==> src/sv/hpdc_pkg.sv <==
`timescale 1ns / 1ps

package hpdc_pkg;

  // Timer ticks per microsecond of dead time
  localparam int TICKS_PER_US = 80;

  // Speed command full scale, hundredths of a percent
  localparam int FULL_SCALE = 10000;

  localparam int PERIOD_W = 16;
  localparam int DEAD_W   = 16;
  localparam int SPEED_W  = 16;
  localparam int MAG_W    = $clog2(FULL_SCALE + 1);
  localparam int PROD_W   = MAG_W + PERIOD_W;
  localparam int CNT_W    = DEAD_W + $clog2(TICKS_PER_US + 1);

  localparam logic [PERIOD_W-1:0] PERIOD_RESET = 16'd4000;
  localparam logic [PERIOD_W-1:0] PERIOD_MIN   = 16'd2;

  // floor(x / FULL_SCALE) == (x * RECIP) >> RECIP_SHIFT, exact for x < 2**30
  localparam int                RECIP_SHIFT = 44;
  localparam int                RECIP_W     = 31;
  localparam logic [RECIP_W-1:0] RECIP      = 31'd1759218605;
  localparam int                QPROD_W     = PROD_W + RECIP_W;

  // Register index, taken from paddr[2]
  localparam logic REG_PERIOD = 1'b0;
  localparam logic REG_DEAD   = 1'b1;

  typedef enum logic [1:0] {
    KIND_TICK  = 2'd0,
    KIND_SPEED = 2'd1,
    KIND_BRAKE = 2'd2
  } kind_t;

  typedef enum logic [1:0] {
    MODE_COAST = 2'd0,
    MODE_BRAKE = 2'd1,
    MODE_DRIVE = 2'd2
  } mode_t;

  // Direction, two bit signed
  localparam logic [1:0] DIR_NONE = 2'b00;
  localparam logic [1:0] DIR_FWD  = 2'b01;
  localparam logic [1:0] DIR_REV  = 2'b11;

  // Result beat, fwd_drive in bit 0
  typedef struct packed {
    logic       busy_reject;
    logic [1:0] direction_now;
    mode_t      mode_now;
    logic       bridge_enable;
    logic       rev_drive;
    logic       fwd_drive;
  } out_beat_t;

endpackage

==> src/sv/hbridge_pwm_drive_controller.sv <==
`timescale 1ns / 1ps

// H-bridge PWM drive controller.
// Input stream: in_tuser = kind (tick, speed command, brake), in_tdata = signed
// speed in hundredths of a percent. Every beat yields exactly one result beat
// on the output stream with the bridge levels, mode and direction after that
// beat, plus a reject flag for commands refused during reversal dead time.
// Config: APB-style port, reg 0 PWM period in ticks at 0x0, reg 1 dead_time_us at 0x4.
// Stages: the accept edge loads the input register; the magnitude*period multiply,
// the reciprocal multiply for /10000 and the state update into the output register
// follow in that order, each into its own register. Throughput: one beat per
// cycle while out_tready keeps the output moving; all control state is updated in
// the last stage only, so items chain back to back, stalled only by back-pressure.
// Each stage has its own valid, so input keeps being taken while an output beat
// waits, until the four stages are full; then in_tready drops.
// Reset (rst_n low, synchronous): pipeline empty, counter, compares and
// countdown zero, mode coast, period 4000, dead time 0.
// Dead time counts tick beats: dead_time_us * 80 ticks.
module hbridge_pwm_drive_controller (
  input  logic        clk,
  input  logic        rst_n,
  // input stream
  input  logic        in_tvalid,
  output logic        in_tready,
  input  logic [15:0] in_tdata,   // [15:0] speed
  input  logic [1:0]  in_tuser,   // [1:0] kind
  // result stream
  output logic        out_tvalid,
  input  logic        out_tready,
  output logic [7:0]  out_tdata,  // [0] fwd_drive [1] rev_drive [2] bridge_enable
                                  // [4:3] mode_now [6:5] direction_now [7] busy_reject
  // config
  input  logic        cfg_psel,
  input  logic        cfg_penable,
  input  logic        cfg_pwrite,
  input  logic [2:0]  cfg_paddr,
  input  logic [31:0] cfg_pwdata,
  output logic [31:0] cfg_prdata,
  output logic        cfg_pready
);

  localparam int PW = hpdc_pkg::PERIOD_W;
  localparam int CW = hpdc_pkg::CNT_W;

  // ---------------- configuration ----------------
  logic [PW-1:0]              period_r;
  logic [hpdc_pkg::DEAD_W-1:0] dead_us_r;
  logic [CW-1:0]              dead_ticks_r;   // dead_us_r * TICKS_PER_US
  logic                       cfg_wr;

  assign cfg_pready = 1'b1;
  assign cfg_wr     = cfg_psel && cfg_penable && cfg_pwrite && cfg_pready;

  always_ff @(posedge clk) begin
    if (!rst_n) begin
      period_r     <= hpdc_pkg::PERIOD_RESET;
      dead_us_r    <= '0;
      dead_ticks_r <= '0;
    end else if (cfg_wr) begin
      if (cfg_paddr[2] == hpdc_pkg::REG_PERIOD) begin
        period_r <= cfg_pwdata[PW-1:0];
      end else begin
        dead_us_r    <= cfg_pwdata[hpdc_pkg::DEAD_W-1:0];
        dead_ticks_r <= CW'(cfg_pwdata[hpdc_pkg::DEAD_W-1:0] * hpdc_pkg::TICKS_PER_US);
      end
    end
  end

  always_comb begin
    if (cfg_paddr[2] == hpdc_pkg::REG_DEAD) begin
      cfg_prdata = {16'd0, dead_us_r};
    end else begin
      cfg_prdata = {16'd0, period_r};
    end
  end

  // period below 2 behaves as 2
  logic [PW-1:0] eff_period;
  assign eff_period = (period_r < hpdc_pkg::PERIOD_MIN) ? hpdc_pkg::PERIOD_MIN : period_r;

  // ---------------- pipeline handshake ----------------
  logic v1_r, v2_r, v3_r, vo_r;
  logic rdy1, rdy2, rdy3, rdy_o;
  logic step;   // stage 3 beat commits into state and output register

  assign rdy_o     = !vo_r || out_tready;
  assign rdy3      = !v3_r || rdy_o;
  assign rdy2      = !v2_r || rdy3;
  assign rdy1      = !v1_r || rdy2;
  assign in_tready = rdy1;
  assign step      = v3_r && rdy_o;

  always_ff @(posedge clk) begin
    if (!rst_n) begin
      v1_r <= 1'b0;
      v2_r <= 1'b0;
      v3_r <= 1'b0;
      vo_r <= 1'b0;
    end else begin
      if (rdy1)  v1_r <= in_tvalid;
      if (rdy2)  v2_r <= v1_r;
      if (rdy3)  v3_r <= v2_r;
      if (rdy_o) vo_r <= v3_r;
    end
  end

  // ---------------- stage 1: input register ----------------
  logic [1:0]                 s1_kind_r;
  logic signed [hpdc_pkg::SPEED_W-1:0] s1_speed_r;

  always_ff @(posedge clk) begin
    if (rdy1) begin
      s1_kind_r  <= in_tuser;
      s1_speed_r <= in_tdata;
    end
  end

  // saturate and take magnitude, then magnitude * period
  logic signed [hpdc_pkg::SPEED_W-1:0] sat;
  logic [hpdc_pkg::MAG_W-1:0]          mag;
  logic [hpdc_pkg::PROD_W-1:0]         prod;

  always_comb begin
    if (s1_speed_r > 16'sd10000) begin
      sat = 16'sd10000;
    end else if (s1_speed_r < -16'sd10000) begin
      sat = -16'sd10000;
    end else begin
      sat = s1_speed_r;
    end
    if (sat < 0) begin
      mag = hpdc_pkg::MAG_W'(-sat);
    end else begin
      mag = hpdc_pkg::MAG_W'(sat);
    end
    prod = hpdc_pkg::PROD_W'(mag) * hpdc_pkg::PROD_W'(eff_period);
  end

  // ---------------- stage 2: product ----------------
  logic [1:0]                  s2_kind_r;
  logic                        s2_neg_r;
  logic                        s2_zero_r;
  logic [hpdc_pkg::PROD_W-1:0] s2_prod_r;

  always_ff @(posedge clk) begin
    if (rdy2) begin
      s2_kind_r <= s1_kind_r;
      s2_neg_r  <= s1_speed_r[hpdc_pkg::SPEED_W-1];
      s2_zero_r <= (s1_speed_r == '0);
      s2_prod_r <= prod;
    end
  end

  // divide by full scale through the reciprocal
  logic [hpdc_pkg::QPROD_W-1:0] qprod;
  assign qprod = hpdc_pkg::QPROD_W'(s2_prod_r) * hpdc_pkg::QPROD_W'(hpdc_pkg::RECIP);

  // ---------------- stage 3: quotient ----------------
  logic [1:0]    s3_kind_r;
  logic          s3_neg_r;
  logic          s3_zero_r;
  logic [PW-1:0] s3_q_r;

  always_ff @(posedge clk) begin
    if (rdy3) begin
      s3_kind_r <= s2_kind_r;
      s3_neg_r  <= s2_neg_r;
      s3_zero_r <= s2_zero_r;
      s3_q_r    <= qprod[hpdc_pkg::RECIP_SHIFT +: PW];
    end
  end

  // ---------------- drive state ----------------
  logic [PW-1:0]   cnt_r, cnt_nxt;
  logic [PW-1:0]   fwd_live_r, fwd_live_nxt;
  logic [PW-1:0]   fwd_next_r, fwd_next_nxt;
  logic [PW-1:0]   rev_live_r, rev_live_nxt;
  logic [PW-1:0]   rev_next_r, rev_next_nxt;
  hpdc_pkg::mode_t mode_r, mode_nxt;
  logic [1:0]      dir_r, dir_nxt;
  logic [CW-1:0]   dead_cnt_r, dead_cnt_nxt;
  logic [PW-1:0]   pend_pulse_r, pend_pulse_nxt;
  logic            pend_rev_r, pend_rev_nxt;

  hpdc_pkg::out_beat_t out_r, out_nxt;

  logic [PW:0]   cnt_inc;
  logic [PW-1:0] pulse;
  logic [1:0]    cmd_dir;

  always_comb begin
    cnt_nxt        = cnt_r;
    fwd_live_nxt   = fwd_live_r;
    fwd_next_nxt   = fwd_next_r;
    rev_live_nxt   = rev_live_r;
    rev_next_nxt   = rev_next_r;
    mode_nxt       = mode_r;
    dir_nxt        = dir_r;
    dead_cnt_nxt   = dead_cnt_r;
    pend_pulse_nxt = pend_pulse_r;
    pend_rev_nxt   = pend_rev_r;
    out_nxt        = '0;

    cnt_inc = {1'b0, cnt_r} + {{PW{1'b0}}, 1'b1};
    pulse   = (s3_q_r >= eff_period) ? (eff_period - {{(PW-1){1'b0}}, 1'b1}) : s3_q_r;
    cmd_dir = s3_neg_r ? hpdc_pkg::DIR_REV : hpdc_pkg::DIR_FWD;

    case (hpdc_pkg::kind_t'(s3_kind_r))
      hpdc_pkg::KIND_TICK: begin
        // counter wraps also when it sits beyond a shrunk period
        if (cnt_inc >= {1'b0, eff_period}) begin
          cnt_nxt = '0;
        end else begin
          cnt_nxt = cnt_inc[PW-1:0];
        end
        if (cnt_nxt == '0) begin
          fwd_live_nxt = fwd_next_r;
          rev_live_nxt = rev_next_r;
        end
        if (dead_cnt_r != '0) begin
          dead_cnt_nxt = dead_cnt_r - {{(CW-1){1'b0}}, 1'b1};
          if (dead_cnt_nxt == '0) begin
            if (pend_rev_r) begin
              rev_next_nxt = pend_pulse_r;
              dir_nxt      = hpdc_pkg::DIR_REV;
            end else begin
              fwd_next_nxt = pend_pulse_r;
              dir_nxt      = hpdc_pkg::DIR_FWD;
            end
            mode_nxt = hpdc_pkg::MODE_DRIVE;
          end
        end
      end
      hpdc_pkg::KIND_SPEED: begin
        if (dead_cnt_r != '0) begin
          out_nxt.busy_reject = 1'b1;
        end else if (s3_zero_r) begin
          mode_nxt = hpdc_pkg::MODE_COAST;
          dir_nxt  = hpdc_pkg::DIR_NONE;
        end else if (mode_r == hpdc_pkg::MODE_DRIVE && cmd_dir != dir_r &&
                     dead_us_r != '0) begin
          // reversal: coast and hold the new command for the dead time
          mode_nxt       = hpdc_pkg::MODE_COAST;
          dir_nxt        = hpdc_pkg::DIR_NONE;
          dead_cnt_nxt   = dead_ticks_r;
          pend_pulse_nxt = pulse;
          pend_rev_nxt   = s3_neg_r;
        end else begin
          if (s3_neg_r) begin
            rev_next_nxt = pulse;
          end else begin
            fwd_next_nxt = pulse;
          end
          mode_nxt = hpdc_pkg::MODE_DRIVE;
          dir_nxt  = cmd_dir;
        end
      end
      hpdc_pkg::KIND_BRAKE: begin
        if (dead_cnt_r != '0) begin
          out_nxt.busy_reject = 1'b1;
        end else begin
          mode_nxt = hpdc_pkg::MODE_BRAKE;
          dir_nxt  = hpdc_pkg::DIR_NONE;
        end
      end
      default: begin
        // unused kind: no change
      end
    endcase

    if (mode_nxt == hpdc_pkg::MODE_DRIVE) begin
      if (dir_nxt == hpdc_pkg::DIR_FWD) begin
        out_nxt.fwd_drive = (cnt_nxt < fwd_live_nxt);
      end else if (dir_nxt == hpdc_pkg::DIR_REV) begin
        out_nxt.rev_drive = (cnt_nxt < rev_live_nxt);
      end
    end
    out_nxt.bridge_enable = (mode_nxt != hpdc_pkg::MODE_COAST);
    out_nxt.mode_now      = mode_nxt;
    out_nxt.direction_now = dir_nxt;
  end

  always_ff @(posedge clk) begin
    if (!rst_n) begin
      cnt_r        <= '0;
      fwd_live_r   <= '0;
      fwd_next_r   <= '0;
      rev_live_r   <= '0;
      rev_next_r   <= '0;
      mode_r       <= hpdc_pkg::MODE_COAST;
      dir_r        <= hpdc_pkg::DIR_NONE;
      dead_cnt_r   <= '0;
      pend_pulse_r <= '0;
      pend_rev_r   <= 1'b0;
    end else if (step) begin
      cnt_r        <= cnt_nxt;
      fwd_live_r   <= fwd_live_nxt;
      fwd_next_r   <= fwd_next_nxt;
      rev_live_r   <= rev_live_nxt;
      rev_next_r   <= rev_next_nxt;
      mode_r       <= mode_nxt;
      dir_r        <= dir_nxt;
      dead_cnt_r   <= dead_cnt_nxt;
      pend_pulse_r <= pend_pulse_nxt;
      pend_rev_r   <= pend_rev_nxt;
    end
  end

  always_ff @(posedge clk) begin
    if (step) begin
      out_r <= out_nxt;
    end
  end

  assign out_tvalid = vo_r;
  assign out_tdata  = out_r;

  // ---------------- checks ----------------
  // dead-time countdown only runs while coasting
  a_dead_coast: assert property (@(posedge clk) disable iff (!rst_n)
    (dead_cnt_r != '0) |-> (mode_r == hpdc_pkg::MODE_COAST))
    else $error("dead-time countdown running outside coast");

  // a direction is held only in drive
  a_dir_drive: assert property (@(posedge clk) disable iff (!rst_n)
    (mode_r != hpdc_pkg::MODE_DRIVE) |-> (dir_r == hpdc_pkg::DIR_NONE))
    else $error("direction set outside drive mode");

  // never both bridge inputs driven
  a_no_shoot: assert property (@(posedge clk) disable iff (!rst_n)
    vo_r |-> !(out_r.fwd_drive && out_r.rev_drive))
    else $error("forward and reverse driven together");

  // a refused command leaves the bridge coasting
  a_reject_coast: assert property (@(posedge clk) disable iff (!rst_n)
    (vo_r && out_r.busy_reject) |-> (out_r.mode_now == hpdc_pkg::MODE_COAST))
    else $error("reject reported outside coast");

  // a committed beat shows up on the output
  a_commit_out: assert property (@(posedge clk) disable iff (!rst_n)
    step |=> vo_r)
    else $error("committed beat lost");

endmodule

==> config.mk <==
export PLATFORM = sky130hd
export DESIGN_NAME = hbridge_pwm_drive_controller
export DESIGN_NICKNAME = d
export VERILOG_FILES = /design/src/sv/hpdc_pkg.sv /design/src/sv/hbridge_pwm_drive_controller.sv
export SDC_FILE = /design/constraint.sdc
export NUM_CORES = 2
export LEC_CHECK = 0
export ABC_CLOCK_PERIOD_IN_PS = 11940
export BUFFER_PORTS_ARGS = -buffer_cell sky130_fd_sc_hd__buf_2
export CAP_MARGIN = 15
export CORE_MARGIN = 5
export CORE_UTILIZATION = 60
export CTS_CLUSTER_SIZE = 30
export DETAILED_ROUTE_END_ITERATION = 8
export MAX_ROUTING_LAYER = met4
export PLACE_DENSITY = 0.87
export SYNTH_ARGS = -nofsm -noshare
export SYNTH_HDL_FRONTEND = slang
export SYNTH_SLANG_ARGS = --single-unit
==> constraint.sdc <==
create_clock -name clk -period 11.94 [get_ports clk]
set_input_delay 1.194 -clock clk [delete_from_list [all_inputs] [get_ports clk]]
set_output_delay 1.194 -clock clk [all_outputs]
set_load 0.02 [all_outputs]
; ---- After elaboration in Yosys (flattened, before gate mapping)
; Index checks and enable logic that the tools add are counted.
[totals]
regBits = 259
latchBits = 0
mem_bits_rw = 0
mem_bits_ro = 0
input_bits = 60
out_inout_bits = 43
elab_cells = 151
memories = 0
[op_classes]
n_addsub = 4
mul = 3
div_mod_pow = 0
order_cmp = 8
n_eq_ne = 17
n_shift = 0
mux = 51
bitwise_logic = 5
n_reduce_logical = 30
[op_table]
columns = op, count
row1 = $mux 16, 26
row2 = $mux 23, 4
row3 = $pmux 16 s2, 2
row4 = $mul 30x31->60 const B, 1
row5 = $pmux 23 s2, 1
row6 = $logic_not 16->1, 2
row7 = $lt 16x16->1, 2
row8 = $mul 14x16->30, 1
row9 = $mux 2, 14
row10 = $logic_not 23->1, 1
row11 = $reduce_bool 23->1, 1
row12 = $sub 23x1->23 const B, 1
row13 = $ne 2x2->1 const B, 10
row14 = $mul 16x3->19 const B, 1
row15 = $reduce_and 9->1, 2
row16 = $add 16x1->17 const B, 1
row17 = $ge 17x16->1, 1
row18 = $ge 16x16->1, 1
row19 = $gt 16x15->1 const B, 1
row20 = $lt 16x1->1 const B, 1
row21 = $lt 16x15->1 const B, 1
row22 = $lt 16x2->1 const B, 1
row23 = $reduce_bool 16->1, 1
row24 = $sub 16x1->16 const B, 1
row25 = 18 further kinds, 40

; ---- Depth between registers and ports, before layout
[logic_depth]
word_depth = 11
depth_mapped = 34
ltp_nobuf = 32

; ---- Worst setup path after synthesis
; Ideal clock, no wire load.
[synth_path]
path_type = reg-to-reg
start = register s1_speed_r[0] (netlist name)
end = register s2_prod_r[29] (netlist name), data pin
setup_ps = 260
t_arrival_ps = 8086
required_time_ps = 11680
setup_slack_ps = 3594
path_stages_with_launch = 30
path_buffers = 2
period_less_slack_ps = 8346
path_cell_list = edfxtp_1 nor3_1 nand2b_1 or3_1 or3_1 clkbuf_1 or4_1 nor3_1 o21ai_0 a31oi_1 buf_2 nand2_1 fa_1 fa_1 inv_1 fa_1 fa_1 fa_1 inv_1 fa_1 inv_1 ha_1 and3_1 a221o_1 a211o_1 a211oi_1 o211ai_1 a31o_2 a21oi_1 xnor2_1
[synth_between]
elab_chain_len = 6
word_cells_on_any_way = 8
classes_between = add/sub: 1 / mul: 1 / order compare: 3 / mux: 3
[synth_lines]
columns = item, line_no
row1 = from (decl), hbridge_pwm_drive_controller.sv:109  ; logic signed [hpdc_pkg::SPEED_W-1:0] s1_speed_r;
row2 = from (signal assigned), hbridge_pwm_drive_controller.sv:114  ; s1_speed_r <= in_tdata;
row3 = $lt 16x15->1, hbridge_pwm_drive_controller.sv:126  ; end else if (s1_speed_r < -16'sd10000) begin
row4 = $mux 16, hbridge_pwm_drive_controller.sv:126
row5 = $mux 16 (*), hbridge_pwm_drive_controller.sv:124  ; if (s1_speed_r > 16'sd10000) begin
row6 = $neg 14->14 or $lt 16x1->1 (tied branches), "hbridge_pwm_drive_controller.sv:132, hbridge_pwm_drive_controller.sv:131"
row7 = $mux 14 (*), hbridge_pwm_drive_controller.sv:131  ; if (sat < 0) begin
row8 = $mul 14x16->30 (*), hbridge_pwm_drive_controller.sv:136  ; prod = hpdc_pkg::PROD_W'(mag) * hpdc_pkg::PROD_W'(eff_period);
row9 = net prod (one bit), hbridge_pwm_drive_controller.sv:121  ; logic [hpdc_pkg::PROD_W-1:0] prod;
row10 = to (signal assigned), hbridge_pwm_drive_controller.sv:150  ; s2_prod_r <= prod;
row11 = to (decl), hbridge_pwm_drive_controller.sv:143  ; logic [hpdc_pkg::PROD_W-1:0] s2_prod_r;
; The timed path passes the listed nets; every way through them passes the cells marked *.
; A chain may end at the register's enable or synchronous reset.

; ---- Worst setup path after layout
; Ends and elaborated chain as after synthesis.

==> run summary <==
Nature of the critical path startpoint - register
Drt wl/cell - 19.6 um
RePlAce Congestion - 1.02
Post-synth top area cell - fa_1
Grt total ovfl - 0
Most frequent CP cell - fa_1
GRT Overall Usage - 0.290
Post-route insts no fill - 4,796
RSZ-0062 raised after global routing - no
Final period utilization - 0.744
Starting DRC count in detailed routing - 2,140
Fin Setup TNS - 0 ps
Routed wire length - 94,200 um
#FFs+latches synth - 257
Max cap viols - 0
Slowest cell on crit path - fa_1
Cts bufs inserted - 28
CP Data Required Time - 12,250 ps
Post_cts resized - 0
# fillers - 4,900
Placed insts - 4,741
Max reg flops - 30
Number of global-route vias before repair - 28,700
CTS tree - yes
Post-synthesis cell type count - 81
Largest net degree at the start of global routing - 98
Number of flops mapped to enable cells by yosys - 80
Top cells by area, synth - fa_1 31%, ha_1 18%, dfxtp_1 9.5%, inv_1 8.1%, edfxtp_1 6.4%
Hold Fails Final Rpt - 0
Clock latency on the worst-skew pair - 600 ps
Ys Warns - 0
Core area - 61,700 um^2
Ports - 103
Worst Path Max Fanout - 11
Hold Crit Start - s2_kind_r[0]$_DFFE_PP_
Rows - 91
Nets - 5,094
Routed vias - 27,800
Area of the multi-input gates - 27,700 um^2
Worst Hold Depth - 0
Share of cells above drive strength 1 - 0.0478
Yosys top cell area share - 0.308
Reg area - 5950 um^2
WHS Endpoint - s3_kind_r[0]$_DFFE_PP_
Hold crit path type - reg2reg
H-tree Lvls - 1
Post-Syn Area - 37,400 um^2
Bufs on Longest Clock Path - 3
Initial core utilization - 0.605
DPL Wire Length - 77,600 um
Worst reg2reg setup slack - 3060 ps
Tmin final - 8880 ps
Place WS - 2880 ps
DRT Pass-1 Iters - 6
First-pass GRT wire length - 152,000 um
DIE HEIGHT - 260 um
Skew final - 38.3 ps
Ys async rst share - 0
Layout area overhead - 5.03%
Die ar. - 67,300 um^2
Synth Flop Type - dfxtp_1
WP data arrival - 9190 ps
Slowest stage delay, CP - 550 ps
Top flop regs - s2_prod_r x30, dead_cnt_r x23, dead_ticks_r x17
Critical path type - reg2reg
Slew headroom - 0.269
Setup ws final - 3060 ps
Outcome - finished, final reports clean
R2r worst-path depth - 29
Quantity of I/O buffers inserted on ports - 67
Clock root cell - clkbuf_16
Slew at the pin closest to its max-slew limit - 1090 ps
Biggest register - s2_prod_r
Clock slew at reported path FFs - 60 ps
Sequential area share after synthesis - 0.159
Initial antenna violation count - 2
Reg2reg start - s1_speed_r[0]$_DFFE_PP_
Syn Inst Count - 3,954
Hold-fix buffers at CTS - 0
Reg2reg end - s2_prod_r[29]$_DFFE_PP_
Final Core Density - 0.636
Post-route DRC - 0
Setup violators final - 0
Clock sinks - 257
Top-count cell post-synth - inv_1
Synthesized area per cell - 9.45 um^2
Commonest cells post-synth - 803 x inv_1, 575 x fa_1, 523 x ha_1
Die X-Extent - 260 um
F_max - 113 MHz
Slew Limit Fails - 0
CP Capture Type - register
Final antenna-violating net count - 0
Setup bufs post-CTS - 0
Vias per cell - 5.80
==> worst max-delay path by stage <==
stage	from	end	slack [ps]	depth (start not counted)
after floorplan	s1_speed_r[0]$_DFFE_PP_	s2_prod_r[29]$_DFFE_PP_	3590	29
after global placement	s1_speed_r[0]$_DFFE_PP_	s2_prod_r[29]$_DFFE_PP_	3070	27
after detailed placement	s1_speed_r[0]$_DFFE_PP_	s2_prod_r[29]$_DFFE_PP_	2880	27
after CTS	s1_speed_r[0]$_DFFE_PP_	s2_prod_r[29]$_DFFE_PP_	2840	27
after global routing	s1_speed_r[0]$_DFFE_PP_	s2_prod_r[29]$_DFFE_PP_	2580	29
final	s1_speed_r[0]$_DFFE_PP_	s2_prod_r[29]$_DFFE_PP_	3060	29
==> cell usage in the layout, fill, tap and decap left out, types with 12 or more instances in the layout <==
master	count
a211oi_1	12
a21boi_0	52
a21o_1	49
a21oi_1	171
a31oi_1	19
and2_1	81
buf_2	66
buf_4	24
clkbuf_16	30
conb_1	17
dfxtp_1	177
edfxtp_1	80
fa_1	575
ha_1	522
inv_1	803
mux2_2	15
mux2i_1	59
nand2_1	340
nand2b_1	16
nand3_1	49
nand4_1	33
nor2_1	133
nor2b_1	35
nor3_1	69
nor4_1	21
o211a_1	27
o211ai_1	20
o21ai_0	176
o21bai_1	20
or3_1	12
xnor2_1	71
xor2_1	29
==> cell families (layout without fill, tap and decap cells) <==
kind of cell | after synthesis | after routing | share of synthesized area
simple gates | 843 | 843 | 0.108
other cells | 2 | 19 | 0.000201
flops | 257 | 257 | 0.159
xor+xnor | 100 | 100 | 0.0234
fa+ha+maj | 1098 | 1098 | 0.483
mux | 74 | 74 | 0.0203
compound gates | 620 | 620 | 0.104
buf+inv | 960 | 948 | 0.101
==> routing by layer <==
metal  share of wire  GRT usage
met4           0.048      0.112
met5               0          -
met3           0.093     0.0678
met1            0.40      0.369
met2            0.46      0.457
==> cell type report <==
type / count / share of cell area
timing repair buffer: 90 / 0.0130
tap: 837 / 0.0267
sequential: 257 / 0.152
clock buffer: 40 / 0.0214
multi-input combinational: 2752 / 0.706
clock inverter: 11 / 0.00405
antenna: 2 / 0.000128
inverter: 807 / 0.0772
==> worst max-delay path: cells and delay by family, from the launching register on <==
family / cells / cell delay, ps
AOI/OAI and AO/OA: 10 / 2830
xor gates and xnor gates: 1 / 80
adders and majority gates: 7 / 3490
buffers and inverters: 4 / 220
DFF: 1 / 440
and+or+nand+nor: 7 / 1560
==> per-stage QoR <==
step / cell area (um^2) / hold slack, ps
floorplan: 37400 / 400
global placement: 38200 / 405
detailed placement: 38200 / 405
CTS: 39200 / 389
global route: 39200 / 394
finish: 39200 / 383
Power is left out: the tool's default activity adds up to more than one toggle a clock period on the data nets, which glitch-free logic cannot reach.
